## config.mk

```make
export PLATFORM = sky130hd
export DESIGN_NAME = integer_to_text_any_base_top
export DESIGN_NICKNAME = d
export VERILOG_FILES = /design/src/rtl/core/itoa_pkg.sv /design/src/rtl/core/itoa_ctrl.sv /design/src/rtl/core/itoa_dp.sv /design/src/rtl/core/integer_to_text_any_base_top.sv
export SDC_FILE = /design/constraint.sdc
export NUM_CORES = 1
export LEC_CHECK = 0
export BUFFER_PORTS_ARGS = -buffer_cell sky130_fd_sc_hd__buf_2
export CAP_MARGIN = 0
export CORE_ASPECT_RATIO = 0.75
export CORE_MARGIN = 10
export CORE_UTILIZATION = 55
export DETAILED_ROUTE_END_ITERATION = 8
export PLACE_DENSITY = 0.72
export SYNTH_ARGS = -nofsm -noshare
export SYNTH_HDL_FRONTEND = slang
export SYNTH_SLANG_ARGS = --single-unit
```

## constraint.sdc

```tcl
create_clock -name clk -period 15.6 [get_ports clk]
set_clock_uncertainty 0.15 [all_clocks]
set_input_delay 3.12 -clock clk [delete_from_list [all_inputs] [get_ports clk]]
set_output_delay 3.12 -clock clk [all_outputs]
set_load 0.03 [all_outputs]
```

## src/rtl/core/itoa_pkg.sv

```systemverilog
// Shared types, character codes and the digit-to-ASCII function for the integer to text block.
package itoa_pkg;

  // Quotient bits retired per divide cycle.
  localparam int STEP_BITS = 4;

  localparam logic [5:0] RADIX_MIN = 6'd2;
  localparam logic [5:0] RADIX_MAX = 6'd36;
  localparam logic [5:0] RADIX_DEC = 6'd10;

  localparam logic [6:0] CHAR_NUL         = 7'h00;
  localparam logic [6:0] CHAR_MINUS       = 7'h2d;
  localparam logic [6:0] CHAR_ZERO        = 7'h30;
  // 'a' minus ten, so that digit ten maps to 'a'.
  localparam logic [6:0] CHAR_LETTER_BASE = 7'h57;

  localparam logic [1:0] EMIT_NONE  = 2'd0;
  localparam logic [1:0] EMIT_MINUS = 2'd1;
  localparam logic [1:0] EMIT_DIGIT = 2'd2;
  localparam logic [1:0] EMIT_NUL   = 2'd3;

  typedef struct packed {
    logic       load;   // capture value and radix, clear digit count
    logic       step;   // run one divide cycle
    logic       store;  // write the finished remainder, advance digit count
    logic       dec;    // drop one digit from the count
    logic [1:0] emit;   // which character to register on the output
  } cmd_t;

  typedef struct packed {
    logic radix_ok;    // radix on the input is 2..36
    logic minus;       // input is negative and radix is ten
    logic quot_zero;   // running quotient is zero
    logic last_digit;  // one digit left in the store
  } status_t;

  function automatic logic [6:0] digit_char(input logic [5:0] d);
    logic [6:0] c;
    if (d < 6'd10) begin
      c = CHAR_ZERO + 7'(d);
    end else begin
      c = CHAR_LETTER_BASE + 7'(d);
    end
    return c;
  endfunction

endpackage

```

## src/rtl/core/itoa_ctrl.sv

```systemverilog
// Sequencer for the integer to text block: sign, divide loop, digit readout and terminator.
module itoa_ctrl #(
  parameter int VALUE_BITS = 32
) (
  input  logic              clk,
  input  logic              rst,
  input  logic              start,
  output logic              busy,
  input  itoa_pkg::status_t status,
  output itoa_pkg::cmd_t    cmd
);
  import itoa_pkg::*;

  localparam int PAD_W  = ((VALUE_BITS + STEP_BITS - 1) / STEP_BITS) * STEP_BITS;
  localparam int NSTEP  = PAD_W / STEP_BITS;
  localparam int SCNT_W = $clog2(NSTEP);

  localparam logic [2:0] S_IDLE  = 3'd0;
  localparam logic [2:0] S_SIGN  = 3'd1;
  localparam logic [2:0] S_DIV   = 3'd2;
  localparam logic [2:0] S_CHECK = 3'd3;
  localparam logic [2:0] S_READ  = 3'd4;
  localparam logic [2:0] S_OUT   = 3'd5;
  localparam logic [2:0] S_TERM  = 3'd6;

  logic [2:0]        state, state_next;
  logic [SCNT_W-1:0] step_cnt, step_cnt_next;

  always_ff @(posedge clk) begin
    if (rst) begin
      state    <= S_IDLE;
      step_cnt <= '0;
    end else begin
      state    <= state_next;
      step_cnt <= step_cnt_next;
    end
  end

  always_comb begin
    state_next    = state;
    step_cnt_next = step_cnt;
    cmd           = '0;
    case (state)
      S_IDLE: begin
        if (start) begin
          cmd.load      = 1'b1;
          step_cnt_next = '0;
          if (!status.radix_ok) begin
            state_next = S_TERM;
          end else if (status.minus) begin
            state_next = S_SIGN;
          end else begin
            state_next = S_DIV;
          end
        end
      end
      S_SIGN: begin
        cmd.emit   = EMIT_MINUS;
        state_next = S_DIV;
      end
      S_DIV: begin
        cmd.step = 1'b1;
        if (step_cnt == SCNT_W'(NSTEP - 1)) begin
          cmd.store     = 1'b1;
          step_cnt_next = '0;
          state_next    = S_CHECK;
        end else begin
          step_cnt_next = step_cnt + 1'b1;
        end
      end
      S_CHECK: begin
        state_next = status.quot_zero ? S_READ : S_DIV;
      end
      S_READ: begin
        state_next = S_OUT;
      end
      S_OUT: begin
        cmd.emit   = EMIT_DIGIT;
        cmd.dec    = 1'b1;
        state_next = status.last_digit ? S_TERM : S_OUT;
      end
      S_TERM: begin
        cmd.emit   = EMIT_NUL;
        state_next = S_IDLE;
      end
      default: begin
        state_next = S_IDLE;
      end
    endcase
  end

  assign busy = (state != S_IDLE);

endmodule

```

## src/rtl/core/itoa_dp.sv

```systemverilog
// Datapath for the integer to text block: radix divider, digit store and output register.
module itoa_dp #(
  parameter int VALUE_BITS = 32
) (
  input  logic                         clk,
  input  logic                         rst,
  input  logic signed [VALUE_BITS-1:0] value,
  input  logic        [5:0]            radix,
  input  itoa_pkg::cmd_t               cmd,
  output itoa_pkg::status_t            status,
  output logic                         strobe,
  output logic        [6:0]            character,
  output logic                         last
);
  import itoa_pkg::*;

  localparam int PAD_W  = ((VALUE_BITS + STEP_BITS - 1) / STEP_BITS) * STEP_BITS;
  localparam int CNT_W  = $clog2(VALUE_BITS + 1);
  localparam int ADDR_W = $clog2(VALUE_BITS);

  logic [PAD_W-1:0]      dq;
  logic [5:0]            rem;
  logic [5:0]            base;
  logic [CNT_W-1:0]      count, count_next;
  logic [ADDR_W-1:0]     rd_addr;
  logic [5:0]            rd_data;
  logic [5:0]            mem [VALUE_BITS];

  logic [VALUE_BITS-1:0] mag;
  logic [6:0]            r;
  logic [PAD_W-1:0]      q;
  logic [5:0]            step_rem;
  logic [PAD_W-1:0]      step_q;

  // Magnitude as unsigned; the most negative value maps to its exact magnitude.
  assign mag = value[VALUE_BITS-1] ? (~value + 1'b1) : value;

  // Restoring division, STEP_BITS quotient bits per cycle.
  always_comb begin
    r = {1'b0, rem};
    q = dq;
    for (int i = 0; i < STEP_BITS; i++) begin
      r = {r[5:0], q[PAD_W-1]};
      q = {q[PAD_W-2:0], 1'b0};
      if (r >= {1'b0, base}) begin
        r    = r - {1'b0, base};
        q[0] = 1'b1;
      end
    end
    step_rem = r[5:0];
    step_q   = q;
  end

  always_ff @(posedge clk) begin
    if (cmd.load) begin
      dq   <= PAD_W'(mag);
      rem  <= '0;
      base <= radix;
    end else if (cmd.step) begin
      dq  <= step_q;
      rem <= cmd.store ? 6'd0 : step_rem;
    end
  end

  always_comb begin
    count_next = count;
    if (cmd.load) begin
      count_next = '0;
    end else if (cmd.store) begin
      count_next = count + 1'b1;
    end else if (cmd.dec) begin
      count_next = count - 1'b1;
    end
  end

  always_ff @(posedge clk) begin
    if (rst) begin
      count <= '0;
    end else begin
      count <= count_next;
    end
  end

  // Read ahead at the top digit of the next count so readout runs one per cycle.
  assign rd_addr = ADDR_W'(count_next - 1'b1);

  always_ff @(posedge clk) begin
    if (cmd.store) begin
      mem[count[ADDR_W-1:0]] <= step_rem;
    end
    rd_data <= mem[rd_addr];
  end

  always_comb begin
    status.radix_ok   = (radix >= RADIX_MIN) && (radix <= RADIX_MAX);
    status.minus      = value[VALUE_BITS-1] && (radix == RADIX_DEC);
    status.quot_zero  = (dq == '0);
    status.last_digit = (count == CNT_W'(1));
  end

  always_ff @(posedge clk) begin
    if (rst) begin
      strobe <= 1'b0;
    end else begin
      strobe <= (cmd.emit != EMIT_NONE);
    end
  end

  always_ff @(posedge clk) begin
    case (cmd.emit)
      EMIT_MINUS: begin
        character <= CHAR_MINUS;
        last      <= 1'b0;
      end
      EMIT_DIGIT: begin
        character <= digit_char(rd_data);
        last      <= 1'b0;
      end
      EMIT_NUL: begin
        character <= CHAR_NUL;
        last      <= 1'b1;
      end
      default: begin
      end
    endcase
  end

endmodule

```

## src/rtl/core/integer_to_text_any_base_top.sv

```systemverilog
// Integer to text in any base: top level joining the sequencer and the datapath.
// The '-' comes out before the divide loop runs; the digits follow once the quotient reaches zero.
// One item runs the divide loop once per digit, and no new start is taken while busy;
// the radix divider retires 4 quotient bits per cycle.
// A bad radix gives the NUL alone; start is taken again in the cycle that shows it.
// rst clears control state and the output strobe; results cannot be stalled.
module integer_to_text_any_base_top #(
  parameter int VALUE_BITS = 32
) (
  input  logic                         clk,
  input  logic                         rst,
  input  logic                         start,
  output logic                         busy,
  input  logic signed [VALUE_BITS-1:0] value,
  input  logic        [5:0]            radix,
  output logic                         strobe,
  output logic        [6:0]            character,
  output logic                         last
);
  import itoa_pkg::*;

  // Commands flow from the sequencer into the datapath; status flows back.
  cmd_t    cmd;
  status_t status;

  // Sequencer: accepts a beat when idle, emits any '-', runs the divide loop one digit
  // at a time, then walks the digit store from the top down and closes with NUL.
  itoa_ctrl #(
    .VALUE_BITS(VALUE_BITS)
  ) u_ctrl (
    .clk    (clk),
    .rst    (rst),
    .start  (start),
    .busy   (busy),
    .status (status),
    .cmd    (cmd)
  );

  // Datapath: holds the running quotient and remainder, stores digits least
  // significant first, and registers each result beat for one cycle.
  itoa_dp #(
    .VALUE_BITS(VALUE_BITS)
  ) u_dp (
    .clk       (clk),
    .rst       (rst),
    .value     (value),
    .radix     (radix),
    .cmd       (cmd),
    .status    (status),
    .strobe    (strobe),
    .character (character),
    .last      (last)
  );

endmodule

```

==> impl_metrics.py, run 1 <==
metrics = {
    "routing": {
        "first_pass_iters": 5,
        "viasPerCell": 6.189,
        "wl_per_cell_um": 21.78,
        "ant_nets": 0,
        "vias": 7873,
        "drt_iter0_drc": 807,
        "drc": 0,
        "totalWireLength_um": 27700,
    },
    "worst_setup_path": {
        "crit_type": "reg -> reg",
        "crit_start": "u_dp.base[4]",
        "crit_arrival_ns": 8.77,
        "worst_path_max_delay_cell": "and2_1",
        "crit_cells": 30,
        "slowest_delay_ns": 0.92,
        "reg2reg_depth": 30,
        "crit_fanout": 32,
        "cp_data_required_time_ns": 15.62,
        "endpoint_kind": "flip-flop",
        "path_delay_family": "compound AO/OA/AOI/OAI gates",
        "r2r_start": "u_dp.base[4]",
        "startpoint_type": "flip-flop",
        "crit_buf_inv": 3,
    },
    "logic_synthesis": {
        "post-synth-top-area-fraction": 0.5631,
        "syn_area_mm2": 0.01269,
        "synthMuxAreaShare": 0.1255,
        "yosys.area_share.adder": 0.04278,
        "yosysSeqAreaShare": 0.6025,
        "syn_inst": 903,
        "synth_top_family_by_area": "multiplexers",
        "synth_compound_area_frac": 0.08044,
        "synth_xor_area_frac": 0.03381,
        "synth_fp_nets": 985,
        "synth_edf_count": 238,
        "synth_commonest_cells": "edfxtp_1 (238), nor2_1 (78), nand2_1 (69)",
        "ys_ff_latch": 263,
        "syn_area_per_cell_um2": 14.06,
        "yosysUniqueCellTypes": 63,
        "yosys.area_share.simple": 0.09405,
        "yosysMostFrequentCell": "edfxtp_1",
        "yosysTopAreaCell": "edfxtp_1",
        "synthArstFlopShare": 0,
        "yosys_warnings": 0,
        "synth_flop_cell": "edfxtp_1",
        "synth_area_leaders": "edfxtp_1 (56%), mux4_2 (11%), dfxtp_1 (3.9%)",
    },
    "placed_design": {
        "io_buffer_count": 50,
        "routabilityCongestion": 0.8966,
        "dp_hpwl_um": 18900,
    },
    "sta": {
        "slew_headroom": 0.1724,
        "setup_viol_count_final": 0,
        "layout_min_cycle_time_ns": 8.755,
        "finalHoldViolations": 0,
        "tightest_slew_ns": 1.241,
        "slew_violations": 0,
        "rsz0062_at_grt": "false",
        "max_freq_mhz": 114.2,
        "finalCritPeriodShare": 0.5612,
        "finalSetupTns_ns": 0,
    },
    "cts": {
        "insertion_delay_ns": 0.53,
        "cts_buffer_depth": 3,
        "postCtsHoldBufs": 0,
        "htreeDepth": 1,
        "cts.reportedPaths.clkPinSlew_ns": 0.06,
        "cts_setup_buffers": 0,
        "cts.sinks": 263,
        "cts_buffers": 26,
        "cts_tree": "done",
        "cts_resized": 0,
        "cts_root_buffer": "clkbuf_16",
    },
    "hold_path": {
        "hp-start": "u_ctrl.step_cnt[1]",
        "hold_path_class": "reg -> reg",
        "whs_path_depth": 2,
    },
    "die": {
        "fp.dieH_um": 151.6,
        "start_util": 0.5547,
        "die_w_um": 195.4,
        "row_count": 48,
        "die-area_mm2": 0.02962,
        "core_mm2": 0.02288,
        "io_pins": 51,
    },
    "global_route": {
        "grt.total_usage": 0.1851,
        "grt_overflow": 0,
        "grt_pass1_vias": 7420,
        "antenna_found_initial": 0,
        "grt_first_pass_wirelength_um": 43280,
        "grt_max_degree": 69,
    },
    "cells_and_area": {
        "area_delta_synth_final_pct": 11.24,
        "nets": 1034,
        "drive_above_1_share": 0.1996,
        "num_antenna_cells": 0,
    },
    "flow_run": {
        "max_cap_viol_count": 0,
    },
    "run_status": {
        "status": "completed",
    },
}
-- worst register-to-register path: cells and delay by family, from the launching register on --
| kind | cells | cell delay (ns) |
|---|---|---|
| simple gates | 4 | 1.29 |
| fa+ha+maj | 4 | 1.16 |
| compound gates | 16 | 4.07 |
| buf+inv | 3 | 0.29 |
| flops | 1 | 0.36 |
| mux | 3 | 1.07 |
-- metal layers --
metal | routed length, µm | share of wire | vias up | track usage
met3 | 2575 | 0.093 | 34 | 0.04727
met2 | 11910 | 0.43 | 333 | 0.2597
li1 | - | - | 3595 | -
met5 | 0 | 0 | - | 0
met4 | 332 | 0.012 | 0 | 0.03237
met1 | 12880 | 0.47 | 3911 | 0.2856
-- flip-flops by register name, summed over array words and instances (netlist names) --
signal           cells
u_ctrl.state         3
u_ctrl.step_cnt      3
u_dp.base            6
u_dp.character       7
u_dp.count           6
u_dp.dq             32
u_dp.last            1
u_dp.mem           192
u_dp.rd_data         6
u_dp.rem             6
u_dp.strobe          1
-- metrics by stage --
step	worst slack, ns	cells	util	hold slack (ns)	cell area, µm²
floorplan	7.659	903	-	0.3016	12690
global route	6.110	1272	0.6170	0.3500	14120
detailed placement	7.006	1224	0.5793	0.3217	13260
global placement	7.101	1224	0.5793	0.3096	13260
CTS	6.961	1272	0.6170	0.3308	14120
finish	6.845	1272	0.6170	0.3255	14120
-- cells in the final DEF (no fill, tap or decap), types with 4 or more instances in the layout --
master and n:
a21o_1 9, xor2_1 31, or4_1 6, o211ai_1 11, nor2_1 76, fa_1 4, nand2b_1 8, nand2_1 68
a211oi_1 4, dfxtp_1 25, edfxtp_1 238, o31ai_1 10, or4_4 5, clkbuf_8 4, and3_1 6, ha_1 36
nand4_1 5, xnor2_1 17, buf_2 50, mux4_2 60, nor4_1 10, nor3_1 8, o21a_1 9, mux2_2 17
mux2i_1 4, buf_4 7, clkbuf_1 6, a21oi_1 29, nand3_1 13, nor2b_1 10, o41ai_1 4, a31oi_1 5
o21ai_0 55, clkbuf_16 26, nand3b_1 5, inv_1 32
-- final cells by class --
| type | count | area [µm²] |
|---|---|---|
| Clock buffer | 36 | 728.2 |
| Clock inverter | 12 | 135.1 |
| Fill cell | 1659 | 8763 |
| Inverter | 33 | 123.9 |
| Multi-Input combinational cell | 571 | 4806 |
| Sequential cell | 263 | 7647 |
| Tap cell | 300 | 375.4 |
| Timing Repair Buffer | 57 | 302.8 |
-- worst paths after layout --
path | endpoint | slack [ns]
hold / removal | u_ctrl.step_cnt[1] | 0.33
setup reg to reg | u_dp.mem[13][2] | 6.84
hold reg to reg | u_ctrl.step_cnt[1] | 0.33
setup / recovery | u_dp.mem[13][2] | 6.84
-- kinds of logic after synthesis --
kind of cell	count (synthesis)
compound gates	159
fa+ha+maj	41
xor+xnor	49
simple gates	240
flops	263
mux	82
buf+inv	69
Power of run 1 is left out: the tool's default activity adds up to more than one toggle a clock period on the data nets, which glitch-free logic cannot reach.
==> inputs of run 2 (changes only) <==
==> constraint.sdc (replaced) <==
create_clock -name clk -period 8.72 [get_ports clk]
set_clock_uncertainty 0.15 [all_clocks]
set_input_delay 1.744 -clock clk [delete_from_list [all_inputs] [get_ports clk]]
set_output_delay 1.744 -clock clk [all_outputs]
set_load 0.03 [all_outputs]
==> run 2 against run 1 <==
- global-route usage down 0.59 points
- sequential share of layout area up 0.086 points
- wire length down 1.4%
- register-to-register slack worse by 6.3 ns
- critical endpoint is now u_dp.mem[0][4]
- highest routed layer unchanged
==> impl_metrics.py, run 2 (synthesis results as in run 1) <==
metrics = {
    "routing": {
        "first_pass_iters": 5,
        "vias": 7787,
        "drc": 0,
        "wl_per_cell_um": 21.42,
        "drt_iter0_drc": 809,
        "totalWireLength_um": 27310,
        "ant_nets": 0,
        "viasPerCell": 6.107,
    },
    "sta": {
        "finalCritPeriodShare": 0.9344,
        "slew_violations": 0,
        "max_freq_mhz": 122.7,
        "tightest_slew_ns": 1.016,
        "finalSetupTns_ns": 0,
        "slew_headroom": 0.3224,
        "rsz0062_at_grt": "false",
        "layout_min_cycle_time_ns": 8.148,
        "setup_viol_count_final": 0,
        "finalHoldViolations": 0,
    },
    "hold_path": {
        "hold_path_class": "reg -> reg",
    },
    "cells_and_area": {
        "largest_register_ffs": 192,
        "nets": 1038,
        "num-fill-cells": 1706,
        "drive_above_1_share": 0.2000,
        "final_common_cell": "edfxtp_1",
        "num_antenna_cells": 0,
        "area_delta_synth_final_pct": 11.06,
        "mostFrequentLayoutCells": "edfxtp_1 (238), nor2_1 (76), nand2_1 (68)",
    },
    "global_route": {
        "grt_max_degree": 68,
        "grt_use_met1": 0.2758,
        "top_usage_layer": "met1",
        "grt_pass1_vias": 7341,
        "grt_overflow": 0,
        "grt.total_usage": 0.1792,
        "grt_use_met2": 0.2615,
        "grt_first_pass_wirelength_um": 41950,
        "grt_use_met3": 0.03474,
        "antenna_found_initial": 1,
    },
    "cts": {
        "cts_buffer_depth": 3,
        "postCtsHoldBufs": 0,
        "cts_tree": "done",
        "cts_buffers": 25,
        "htreeDepth": 1,
        "cts_root_buffer": "clkbuf_16",
        "cts.sinks": 263,
        "insertion_delay_ns": 0.53,
        "cts.reportedPaths.clkPinSlew_ns": 0.06,
    },
    "die": {
        "io_pins": 51,
        "die-area_mm2": 0.02962,
        "die_w_um": 195.4,
        "fp.dieH_um": 151.6,
        "start_util": 0.5547,
        "row_count": 48,
        "core_mm2": 0.02288,
    },
    "worst_setup_path": {
        "crit_type": "reg -> reg",
        "path_delay_family": "compound AO/OA/AOI/OAI gates",
        "worst_path_max_delay_cell": "edfxtp_1",
        "cp_data_required_time_ns": 8.79,
        "crit_buf_inv": 3,
        "startpoint_type": "flip-flop",
        "endpoint_kind": "flip-flop",
        "slowest_delay_ns": 0.57,
        "crit_top_cell": "ha_1",
        "crit_fanout": 32,
        "crit_arrival_ns": 8.22,
    },
    "flow_run": {
        "max_cap_viol_count": 0,
    },
    "placed_design": {
        "dp_hpwl_um": 19010,
        "routabilityCongestion": 0.8960,
        "io_buffer_count": 50,
    },
    "run_status": {
        "status": "completed",
    },
}
## run 2: per-layer routing
layer | up-vias | part of all wire
met3 | 31 | 0.076
met5 | - | 0
met1 | 3876 | 0.46
met4 | 0 | 0.013
met2 | 278 | 0.45
li1 | 3602 | -
## run 2: worst min-delay path: cells and delay by family (launching register included)
| kind | cells | cell delay, ns |
|---|---|---|
| AND/OR/NAND/NOR | 1 | 0.06 |
| AO/OA/AOI/OAI | 1 | 0.06 |
| flip-flops | 1 | 0.31 |
## run 2: timing repair
item	in CTS	in global routing
buffers inserted	0	0
setup endpoints to repair	0	153
resized for setup	0	5
## run 2: layout make-up
class	count	area [µm²]	area share
flip-flops and latches	263	7647	0.5425
multi-input cells	571	4825	0.3423
clock buffers	39	708.2	0.05024
well taps	300	375.4	0.02663
repair buffers	62	340.3	0.02414
inverters	33	123.9	0.008788
clock inverters	7	76.32	0.005415
## run 2: metrics by stage
| stage | instances | hold slack, ns | instance area (µm²) | worst slack (ns) | util |
|---|---|---|---|---|---|
| after global placement | 1229 | 0.3109 | 13290 | 0.6838 | 0.5809 |
| final | 1275 | 0.3248 | 14100 | 0.5719 | 0.6160 |
| after global routing | 1275 | 0.3609 | 14100 | 0.03451 | 0.6160 |
| after floorplan | 903 | 0.3016 | 12690 | 0.7789 | - |
| after detailed placement | 1229 | 0.3208 | 13290 | 0.4608 | 0.5809 |
| after CTS | 1275 | 0.3284 | 14080 | 0.4524 | 0.6152 |
## run 2: worst paths after layout
path,from,endpoint,slack (ns),depth (start not counted)
setup / recovery,u_dp.base[1],u_dp.mem[0][4],0.57,30
hold / removal,u_ctrl.step_cnt[1],u_ctrl.step_cnt[1],0.32,2
setup reg to reg,u_dp.base[1],u_dp.mem[0][4],0.57,30
hold reg to reg,u_ctrl.step_cnt[1],u_ctrl.step_cnt[1],0.32,2
Power of run 2 is left out for the same reason.
